==> config.mk <==
export PLATFORM = sky130hd
export DESIGN_NAME = bitfield_pixel_to_rgba8_unit
export DESIGN_NICKNAME = d
export VERILOG_FILES = /design/src/rtl/core/bpr_pkg.sv /design/src/rtl/core/bpr_csr.sv /design/src/rtl/core/bpr_chan_expand.sv /design/src/rtl/core/bitfield_pixel_to_rgba8_unit.sv
export SDC_FILE = /design/constraint.sdc
export NUM_CORES = 1
export LEC_CHECK = 0
export BUFFER_PORTS_ARGS = -buffer_cell sky130_fd_sc_hd__buf_2
export CORE_AREA = 3 3 220 222
export CTS_CLUSTER_SIZE = 40
export DETAILED_ROUTE_END_ITERATION = 8
export DIE_AREA = 0 0 223 225
export PLACE_DENSITY = 0.74
export SLEW_MARGIN = 0
export SYNTH_ARGS = -nofsm -noshare
export SYNTH_HDL_FRONTEND = slang
export SYNTH_SLANG_ARGS = --single-unit
==> constraint.sdc <==
create_clock -name clock -period 9.3 [get_ports clock]
set_input_delay 1.86 -clock clock [delete_from_list [all_inputs] [get_ports clock]]
set_output_delay 1.86 -clock clock [all_outputs]
set_load 0.005 [all_outputs]
==> src/rtl/core/bpr_pkg.sv <==
// Shared types, register indexes and mask setup for the bitfield pixel unpacker.
// Used by bpr_csr, bpr_chan_expand and bitfield_pixel_to_rgba8_unit.
package bpr_pkg;

   localparam int PIXEL_W = 32;
   localparam int CHAN_W  = 8;
   localparam int SHAMT_W = 5;
   localparam int INDEX_W = 8;
   localparam int TOP_BIT = 7;

   // Register indexes on the configuration port
   localparam logic [INDEX_W-1:0] CSR_RED_MASK   = 8'd0;
   localparam logic [INDEX_W-1:0] CSR_GREEN_MASK = 8'd1;
   localparam logic [INDEX_W-1:0] CSR_BLUE_MASK  = 8'd2;
   localparam logic [INDEX_W-1:0] CSR_ALPHA_MASK = 8'd3;

   localparam logic [PIXEL_W-1:0] RESET_RED_MASK   = 32'h00FF_0000;
   localparam logic [PIXEL_W-1:0] RESET_GREEN_MASK = 32'h0000_FF00;
   localparam logic [PIXEL_W-1:0] RESET_BLUE_MASK  = 32'h0000_00FF;
   localparam logic [PIXEL_W-1:0] RESET_ALPHA_MASK = 32'h0000_0000;

   localparam logic [CHAN_W-1:0] OPAQUE_ALPHA = 8'd255;

   // One channel's mask with the alignment and replication settings derived from it
   typedef struct packed {
      logic [PIXEL_W-1:0] mask;
      logic               zero;    // mask has no set bits
      logic               shr;     // 1: shift right, 0: shift left
      logic [SHAMT_W-1:0] amt;     // alignment shift amount
      logic [CHAN_W-1:0]  rep;     // rep[z] set: add (v >> z) into the sum
   } chan_cfg_type;

   typedef struct packed {
      chan_cfg_type red;
      chan_cfg_type green;
      chan_cfg_type blue;
      chan_cfg_type alpha;
   } pix_cfg_type;

   // Derive alignment and replication settings from a channel mask
   function automatic chan_cfg_type chan_setup(logic [PIXEL_W-1:0] m);
      chan_cfg_type       c;
      logic [SHAMT_W-1:0] hb;
      logic [5:0]         cnt;
      hb  = '0;
      for (int i = 0; i < PIXEL_W; i++) begin
         if (m[i]) hb = SHAMT_W'(i);
      end
      cnt    = 6'($countones(m));
      c.mask = m;
      c.zero = (m == '0);
      if (hb >= SHAMT_W'(TOP_BIT)) begin
         c.shr = 1'b1;
         c.amt = hb - SHAMT_W'(TOP_BIT);
      end else begin
         c.shr = 1'b0;
         c.amt = SHAMT_W'(TOP_BIT) - hb;
      end
      // shifts 0, cnt, 2*cnt, ... that stay below 8
      case (cnt)
         6'd1:    c.rep = 8'b1111_1111;
         6'd2:    c.rep = 8'b0101_0101;
         6'd3:    c.rep = 8'b0100_1001;
         6'd4:    c.rep = 8'b0001_0001;
         6'd5:    c.rep = 8'b0010_0001;
         6'd6:    c.rep = 8'b0100_0001;
         6'd7:    c.rep = 8'b1000_0001;
         default: c.rep = 8'b0000_0001;
      endcase
      return c;
   endfunction

endpackage

==> src/rtl/core/bpr_csr.sv <==
// Channel mask registers with their derived alignment and replication settings.
// Depends on bpr_pkg.
module bpr_csr (
   input  logic                          clock,
   input  logic                          reset,
   input  logic                          csr_write_en,
   input  logic [bpr_pkg::INDEX_W-1:0]   csr_index,
   input  logic [bpr_pkg::PIXEL_W-1:0]   csr_wdata,
   output bpr_pkg::pix_cfg_type          cfg
);
   import bpr_pkg::*;

   pix_cfg_type  cfg_ff;
   pix_cfg_type  cfg_in;
   chan_cfg_type setup;

   // Derive settings from the incoming word once, at write time
   assign setup = chan_setup(csr_wdata);

   // Decode the register index
   always_comb begin
      cfg_in = cfg_ff;
      if (csr_write_en) begin
         unique case (csr_index)
            CSR_RED_MASK:   cfg_in.red   = setup;
            CSR_GREEN_MASK: cfg_in.green = setup;
            CSR_BLUE_MASK:  cfg_in.blue  = setup;
            CSR_ALPHA_MASK: cfg_in.alpha = setup;
            default:        cfg_in = cfg_ff;
         endcase
      end
   end

   always_ff @(posedge clock) begin
      if (reset) begin
         cfg_ff.red   <= chan_setup(RESET_RED_MASK);
         cfg_ff.green <= chan_setup(RESET_GREEN_MASK);
         cfg_ff.blue  <= chan_setup(RESET_BLUE_MASK);
         cfg_ff.alpha <= chan_setup(RESET_ALPHA_MASK);
      end else begin
         cfg_ff <= cfg_in;
      end
   end

   assign cfg = cfg_ff;

endmodule

==> src/rtl/core/bpr_chan_expand.sv <==
// Extracts one channel from a pixel word, aligns its top bit to bit 7 and
// replicates it downward to 8 bits. Depends on bpr_pkg.
module bpr_chan_expand (
   input  logic [bpr_pkg::PIXEL_W-1:0] pixel,
   input  bpr_pkg::chan_cfg_type       chan,
   output logic [bpr_pkg::CHAN_W-1:0]  value,
   output logic                        nonzero
);
   import bpr_pkg::*;

   logic [PIXEL_W-1:0] masked;
   logic [PIXEL_W-1:0] aligned;
   logic [CHAN_W-1:0]  v;
   logic [CHAN_W-1:0]  sum;

   // Mask and align
   assign masked  = pixel & chan.mask;
   assign aligned = chan.shr ? (masked >> chan.amt) : (masked << chan.amt);
   assign v       = aligned[CHAN_W-1:0];

   // Replicate: add the shifted copies the mask width calls for
   always_comb begin
      sum = '0;
      for (int z = 0; z < CHAN_W; z++) begin
         if (chan.rep[z]) sum = sum + (v >> z);
      end
   end

   assign value   = sum;
   // The full sum is at least v, so it is nonzero exactly when v is
   assign nonzero = (v != '0);

endmodule

==> src/rtl/core/bitfield_pixel_to_rgba8_unit.sv <==
// Top level of the bitfield pixel to RGBA8 unpacker: input stage, channel
// expanders, result stage and alpha-seen flag. Depends on bpr_pkg, bpr_csr, bpr_chan_expand.
//
//   channel  handshake           payload
//   req      req_valid/ready     req_pixel_word[31:0], req_first_of_image
//   rsp      rsp_valid/ready     rsp_red/green/blue/alpha_out[7:0], rsp_alpha_seen
//   csr      csr_write_en        csr_index[7:0], csr_wdata[31:0]
//
// One word per cycle while the result port is not stalled; a word passes the
// input register, then the result register, before it is on the result port.
// Synchronous active-high reset empties both stages, clears the alpha-seen
// flag and loads the default masks.
// A stalled result holds its register; the input stage still takes a word
// while it is empty, so one word can wait behind the result.
module bitfield_pixel_to_rgba8_unit (
   input  logic                          clock,
   input  logic                          reset,
   input  logic                          req_valid,
   output logic                          req_ready,
   input  logic [bpr_pkg::PIXEL_W-1:0]   req_pixel_word,
   input  logic                          req_first_of_image,
   output logic                          rsp_valid,
   input  logic                          rsp_ready,
   output logic [bpr_pkg::CHAN_W-1:0]    rsp_red_out,
   output logic [bpr_pkg::CHAN_W-1:0]    rsp_green_out,
   output logic [bpr_pkg::CHAN_W-1:0]    rsp_blue_out,
   output logic [bpr_pkg::CHAN_W-1:0]    rsp_alpha_out,
   output logic                          rsp_alpha_seen,
   input  logic                          csr_write_en,
   input  logic [bpr_pkg::INDEX_W-1:0]   csr_index,
   input  logic [bpr_pkg::PIXEL_W-1:0]   csr_wdata
);
   import bpr_pkg::*;

   pix_cfg_type        cfg;

   logic               in_valid_ff, in_valid_in;
   logic [PIXEL_W-1:0] in_pixel_ff;
   logic               in_first_ff;
   logic               in_ready;

   logic               out_valid_ff, out_valid_in;
   logic [CHAN_W-1:0]  red_ff, green_ff, blue_ff, alpha_ff;
   logic               seen_ff;
   logic               flag_ff, flag_in;
   logic               advance;
   logic               out_ready;

   logic [CHAN_W-1:0]  red_v, green_v, blue_v, alpha_v;
   logic               red_nz, green_nz, blue_nz, alpha_nz;
   logic [CHAN_W-1:0]  alpha_sel;
   logic               alpha_sel_nz;
   logic               unused_nz;

   bpr_csr u_csr (
      .clock        (clock),
      .reset        (reset),
      .csr_write_en (csr_write_en),
      .csr_index    (csr_index),
      .csr_wdata    (csr_wdata),
      .cfg          (cfg)
   );

   bpr_chan_expand u_red (
      .pixel (in_pixel_ff), .chan (cfg.red),   .value (red_v),   .nonzero (red_nz)
   );
   bpr_chan_expand u_green (
      .pixel (in_pixel_ff), .chan (cfg.green), .value (green_v), .nonzero (green_nz)
   );
   bpr_chan_expand u_blue (
      .pixel (in_pixel_ff), .chan (cfg.blue),  .value (blue_v),  .nonzero (blue_nz)
   );
   bpr_chan_expand u_alpha (
      .pixel (in_pixel_ff), .chan (cfg.alpha), .value (alpha_v), .nonzero (alpha_nz)
   );

   // Handshakes: each stage frees when its word moves on
   assign out_ready   = !out_valid_ff || rsp_ready;
   assign advance     = in_valid_ff && out_ready;
   assign in_ready    = !in_valid_ff || out_ready;
   assign req_ready   = in_ready;
   assign in_valid_in = (req_valid && in_ready) || (in_valid_ff && !out_ready);
   assign out_valid_in = advance || (out_valid_ff && !rsp_ready);

   // Zero alpha mask means opaque
   assign alpha_sel    = cfg.alpha.zero ? OPAQUE_ALPHA : alpha_v;
   assign alpha_sel_nz = cfg.alpha.zero || alpha_nz;

   // Clear the flag on a new image, then set on nonzero alpha
   assign flag_in = (in_first_ff ? 1'b0 : flag_ff) | alpha_sel_nz;

   // Control state
   always_ff @(posedge clock) begin
      if (reset) begin
         in_valid_ff  <= 1'b0;
         out_valid_ff <= 1'b0;
         flag_ff      <= 1'b0;
      end else begin
         in_valid_ff  <= in_valid_in;
         out_valid_ff <= out_valid_in;
         if (advance) flag_ff <= flag_in;
      end
   end

   // Input stage: load a word on accept
   always_ff @(posedge clock) begin
      if (req_valid && in_ready) begin
         in_pixel_ff <= req_pixel_word;
         in_first_ff <= req_first_of_image;
      end
   end

   // Result stage: load on advance, hold while stalled
   always_ff @(posedge clock) begin
      if (advance) begin
         red_ff   <= red_v;
         green_ff <= green_v;
         blue_ff  <= blue_v;
         alpha_ff <= alpha_sel;
         seen_ff  <= flag_in;
      end
   end

   assign rsp_valid      = out_valid_ff;
   assign rsp_red_out    = red_ff;
   assign rsp_green_out  = green_ff;
   assign rsp_blue_out   = blue_ff;
   assign rsp_alpha_out  = alpha_ff;
   assign rsp_alpha_seen = seen_ff;

   // Color channel nonzero flags are not needed downstream
   assign unused_nz = red_nz ^ green_nz ^ blue_nz;

endmodule
==> results of run 1 <==
flip-flops by register name, summed over array words and instances, names as in the netlist, 8 cells and up:
| name | cells |
|---|---|
| u_csr.cfg | 181 |
| rsp_green_out | 8 |
| rsp_alpha_out | 8 |
| rsp_red_out | 8 |
| in_pixel_ff | 32 |
| rsp_blue_out | 8 |
cells in the final DEF (no fill, tap or decap), types with 30 or more instances in the layout:
cell type  count
nand2_1      544
a21oi_1      269
nor2_1       208
dfxtp_1      181
o21ai_0      177
ha_1         157
inv_1        146
nand3_1      144
buf_2        111
mux4_2        96
xnor2_1       82
buf_4         81
o211ai_1      76
edfxtp_1      66
mux2i_1       48
nor3_1        46
fa_1          46
and2_1        45
mux2_2        45
nor2b_1       41
xor2_1        38
clkbuf_16     35
a21o_1        33
nand2b_1      30
what timing repair did:
item / CTS / global route
endpoints found under the setup margin: 0 / 2
resized for setup: 0 / 6
setup buffers: 0 / 12
report_power, final:
group	total, mW	internal (mW)	switching (mW)
clock network	1.38	0.834	0.545
logic	1.58	0.550	1.03
registers	1.16	1.14	0.0190
layout make-up:
type	instances	area, um^2	area share, %
Inverter	162	621.8	2.236
Timing Repair Buffer	194	1204	4.328
Sequential cell	250	5672	20.39
Clock inverter	14	171.4	0.6163
Tap cell	607	759.5	2.731
Antenna cell	2	5.005	0.01799
Multi-Input combinational cell	2597	18390	66.13
Clock buffer	46	987.2	3.549
path summary, 6_finish.rpt:
path                                from                        endpoint
max            in_pixel_ff[12]$_DFFE_PP_  rsp_alpha_out[7]$_SDFFCE_PP1P_
min          u_csr.cfg[168]$_SDFFE_PP0P_     u_csr.cfg[168]$_SDFFE_PP0P_
max reg2reg    in_pixel_ff[12]$_DFFE_PP_  rsp_alpha_out[7]$_SDFFCE_PP1P_
min reg2reg  u_csr.cfg[168]$_SDFFE_PP0P_     u_csr.cfg[168]$_SDFFE_PP0P_
metrics by stage:
stage          utilization, %  total power [mW]  instances  cell area (um^2)  hold slack, ns
3_5_place_dp            57.02             2.691       3798             26540          0.4486
2_1_floorplan               -             2.062       3233             25590          0.4366
5_1_grt                 59.73             4.270       3870             27810          0.4806
4_1_cts                 59.50             4.068       3858             27700          0.4566
6_report                59.74             4.116       3872             27810          0.4597
3_3_place_gp            57.02             2.628       3798             26540          0.4432
worst max-delay path, delay by kind of cell (launching register included):
| family | cells | cell delay [ns] |
|---|---|---|
| AOI/OAI and AO/OA | 6 | 0.89 |
| DFF | 1 | 0.53 |
| adders and majority gates | 6 | 1.88 |
| buffers and inverters | 3 | 0.27 |
| and+or+nand+nor | 13 | 3.12 |
| muxes | 2 | 1.03 |
| xor gates and xnor gates | 5 | 0.86 |
layer usage:
metal | up-vias | share of wire, %
li1 | 11725 | -
met1 | 12168 | 41
met2 | 1372 | 43
met3 | 275 | 10
met4 | 0 | 5.6
met5 | - | 0
cells by family after synthesis:
| family | synth area share, % |
|---|---|
| muxes | 12.30 |
| xor gates and xnor gates | 4.268 |
| adders and majority gates | 11.32 |
| buffers and inverters | 6.174 |
| AOI/OAI and AO/OA | 21.89 |
| and+or+nand+nor | 21.92 |
| DFF | 22.14 |
==> results_dict.tcl, run 1 <==
set metrics [dict create \
    status "finished, final reports clean" \
    grt_pass1_vias 23844 \
    drc 0 \
    nets 3520 \
    grt_start_max_net_pins 74 \
    max_freq_ghz 0.1135 \
    slew_headroom_pct 15.14 \
    syn_avg_cell_area_um2 7.917 \
    wirelength_mm 89.31 \
    synthArstFlopShare_pct 0 \
    synth_area_leaders "dfxtp_1, mux4_2, nand2_1, edfxtp_1, ha_1" \
    slew_violations 0 \
    synth_top_area_share_pct 14.39 \
    grt_util_met2_pct 53.23 \
    grt_overflow 0 \
    reg2reg_depth 35 \
    dp_hpwl_mm 66.94 \
    wire_per_inst_um 23.07 \
    ys_warn_count 0 \
    cp.arrival_ns 9.10 \
    hold_viol_final 0 \
    rrSetupSlack_ns 0.49 \
    hold_path.class "flip-flop to flip-flop" \
    irDropWorstVdd_mv 0.5055 \
    critPathMaxStageDelay_ns 0.54 \
    tightest_slew_ns 1.269 \
    ys.flop_type "dfxtp_1" \
    portBuffers 112 \
    rows 79 \
    drtAntennaViolNets 0 \
    grt_pass1_wl_mm 137.4 \
    synth_nets 3514 \
    fp.dieH_um 225 \
    cp_max_fo 8 \
    setup_viol_count_final 0 \
    fp.dieW_um 223 \
    yosysMostFrequentCell "nand2_1" \
    crit_slowest_cell "or4_4" \
    cts_sinks 250 \
    synth-edff-count 66 \
    power_density_mw_per_mm2 148.0 \
    initialDrtViolationCount 2932 \
    min_path_cells 2 \
    place_congestion 1.045 \
    cap_violations 0 \
    rsz0062_at_grt "no" \
    firstDrtPassIters 6 \
    viasPerCell 6.596 \
    hold_buffers 0 \
    use_met3_pct 7.008 \
    synth_area_mm2 0.02559 \
    required_ns 9.59 \
    vias 25540 \
    insertion_delay_ns 0.55 \
    cts_root_buf "clkbuf_16" \
    critPathLaunchType "flip-flop" \
    io_pins 113 \
    antenna_found_initial 0 \
    die-area_mm2 0.05018 \
    core-area_mm2 0.04656 \
    fillers 4105 \
    ys_types 101 \
    fin_skew_ns 0.02417 \
    start_util_pct 54.98 \
    grtUsageTotal_pct 34.60 \
    syn_inst 3233 \
    cts-buffers-inserted 34 \
    fin_crit_sh_pct 94.75 \
    busiest_layer "met2" \
    drive_gt1_share_pct 13.88 \
    synth_seq_cells 250 \
    timing_worst_setup_path_type "flip-flop to flip-flop" \
    finalSetupTns_ns 0 \
    htreeDepth 2 \
    syn2layout_area_growth_pct 8.667 \
    place_ws_ns 0.4893 \
    worst_setup_path_end_kind "flip-flop" \
    clkTransAtPathRegs_ns 0.06 \
    setup_ws_ns 0.4887 \
    synth_common_cells "nand2_1, a21oi_1, nor2_1" \
    cts_tree "yes" \
    synth-seq-area-share_pct 22.14 \
    grt_use_met1_pct 47.01 \
    power_leakage_nw 10.69 \
    synth_top_cell_by_area "dfxtp_1" \
    path_common_cell "ha_1" \
    final.min_clock_period_ns 8.811 \
    clockBufferDepth 3 \
]
Power figures use the tool's default switching activity.
==> run 2: changes to the inputs <==
--- a/config.mk
+++ b/config.mk
@@ -11,6 +11,8 @@
 export DETAILED_ROUTE_END_ITERATION = 8
 export DIE_AREA = 0 0 223 225
 export PLACE_DENSITY = 0.74
+export RECOVER_POWER = 25
+export SKIP_LAST_GASP = 1
 export SLEW_MARGIN = 0
 export SYNTH_ARGS = -nofsm -noshare
 export SYNTH_HDL_FRONTEND = slang
==> run 2 against run 1 <==
Effect of this change:
- the run now ends with max-capacitance violations, max-slew violations left
- non-clock buffer count stayed put
- register-to-register slack is essentially flat
- final cell count about the same
- combinational power about the same
- critical path depth is the same
- critical path type unchanged
- highest routed layer unchanged
==> results_dict.tcl, run 2 (synthesized netlist as in run 1, its figures left out) <==
set metrics [dict create \
    rsz0062_at_grt "no" \
    finalSetupTns_ns 0 \
    vias 25466 \
    crit_slowest_cell "or4_4" \
    die-area_mm2 0.05018 \
    drive_gt1_share_pct 13.06 \
    crit_path_start "in_pixel_ff[12]$_DFFE_PP_" \
    clockBufferDepth 3 \
    cts_sinks 250 \
    syn2layout_area_growth_pct 8.482 \
    grtUsageTotal_pct 34.60 \
    nets 3520 \
    wirelength_mm 89.25 \
    irDropWorstVdd_mv 0.4908 \
    worst_r2r_startpoint "in_pixel_ff[12]$_DFFE_PP_" \
    min-delay-start "u_csr.cfg[168]$_SDFFE_PP0P_" \
    fin_skew_ns 0.02567 \
    dpl-instance-area_mm2 0.02654 \
    setup_viol_count_final 0 \
    grt_pass1_vias 23844 \
    final_common_cell "nand2_1" \
    slew_headroom_pct -107.2 \
    path_common_cell "ha_1" \
    hold_viol_final 0 \
    place_congestion 1.045 \
    final.min_clock_period_ns 8.813 \
    antenna_found_initial 0 \
    slew_violations 124 \
    min_path_cells 2 \
    hold_path.class "flip-flop to flip-flop" \
    required_ns 9.59 \
    tightest_slew_ns 3.109 \
    cp_max_fo 8 \
    drtAntennaViolNets 0 \
    worst_setup_path_end_kind "flip-flop" \
    critPathLaunchType "flip-flop" \
    final_cell_mix "nand2_1, a21oi_1, nor2_1, dfxtp_1, o21ai_0" \
    cts_tree "yes" \
    core-area_mm2 0.04656 \
    drc 0 \
    failed_checks "max-capacitance violations, max-slew violations" \
    wire_per_inst_um 23.06 \
    status "finished with violations" \
    insertion_delay_ns 0.56 \
    total_power_mw 4.103 \
    hold_end "u_csr.cfg[168]$_SDFFE_PP0P_" \
    fin_area_mm2 0.02777 \
    grt_overflow 0 \
    fin_crit_sh_pct 94.76 \
    fp.dieW_um 223 \
    power_density_mw_per_mm2 147.8 \
    viasPerCell 6.579 \
    fp.dieH_um 225 \
    dp_hpwl_mm 66.94 \
    multi_input_area_mm2 0.01838 \
    rows 79 \
    cts-buffers-inserted 34 \
    timing.rr.end "rsp_alpha_out[7]$_SDFFCE_PP1P_" \
    firstDrtPassIters 6 \
    grt_pass1_wl_mm 137.4 \
    initialDrtViolationCount 2862 \
    htreeDepth 2 \
    rrSetupSlack_ns 0.49 \
    start_util_pct 54.98 \
    cap_violations 3 \
    reg2reg_depth 35 \
    power_leakage_nw 10.62 \
    cp.arrival_ns 9.10 \
    portBuffers 112 \
    critPathMaxStageDelay_ns 0.54 \
    clkTransAtPathRegs_ns 0.06 \
    max_freq_ghz 0.1135 \
    largest_reg_flops 181 \
    grt_start_max_net_pins 74 \
    cts_root_buf "clkbuf_16" \
    seq_area_mm2 0.005672 \
    io_pins 113 \
    fillers 4119 \
    timing_worst_setup_path_type "flip-flop to flip-flop" \
]
-- run 2: cell count changes in the layout (fill, tap and decap cells not counted), sizes merged --
cell    before  now
clkbuf      46   71
diode        2    1
buf        194  169
-- run 2: power breakdown --
part | internal [mW] | total (mW) | leakage, nW | switching (mW)
sequential | 1.14 | 1.16 | 2.09 | 0.0189
combinational | 0.548 | 1.56 | 7.96 | 1.02
clock | 0.834 | 1.38 | 0.572 | 0.548
total | 2.52 | 4.10 | 10.6 | 1.58
-- run 2: through the flow --
step                      utilization, %  setup WS [ns]  std cells  hold WS (ns)
after floorplan                        -          1.152       3233        0.4366
after global placement             57.02         0.6796       3798        0.4432
after detailed placement           57.02         0.4893       3798        0.4486
after CTS                          59.50         0.4347       3858        0.4566
after global routing               59.63       0.001640       3870        0.4806
final                              59.64         0.4870       3871        0.4573
-- run 2: cell type report --
type	count	area share, %
multi-input cells	2597	66.21
flip-flops and latches	250	20.43
repair buffers	194	4.204
clock buffers	46	3.555
well taps	607	2.735
inverters	162	2.240
clock inverters	14	0.6174
diodes	1	0.009013
-- run 2: timing repair --
item	4_1_cts	5_1_grt
buffers inserted	0	12
setup endpoints to repair	0	2
hold buffers	0	0
resized for setup	0	6
-- run 2: layer usage --
metal  track usage (%)  routed length (um)  vias up
li1                  -                   -    11720
met1             47.01               36240    12124
met2             53.23               38660     1342
met3             7.008                9290      280
met4             16.20                5058        0
met5                 0                   0        -
-- run 2: how the worst max path moves through the flow --
stage,cells past startpoint,to,slack (ns)
after detailed placement,35,rsp_alpha_out[7]$_SDFFCE_PP1P_,0.49
after floorplan,27,rsp_red_out[6]$_DFFE_PP_,1.15
after global placement,27,rsp_alpha_out[7]$_SDFFCE_PP1P_,0.68
after CTS,35,rsp_alpha_out[7]$_SDFFCE_PP1P_,0.43
after global routing,35,rsp_alpha_out[7]$_SDFFCE_PP1P_,0.002
final,35,rsp_alpha_out[7]$_SDFFCE_PP1P_,0.49
-- run 2: critical path: cells and delay by family (launching register included) --
family,cells,cell delay [ns]
AOI/OAI and AO/OA,6,0.89
xor gates and xnor gates,5,0.86
adders and majority gates,6,1.88
buffers and inverters,3,0.27
DFF,1,0.52
muxes,2,1.03
and+or+nand+nor,13,3.13
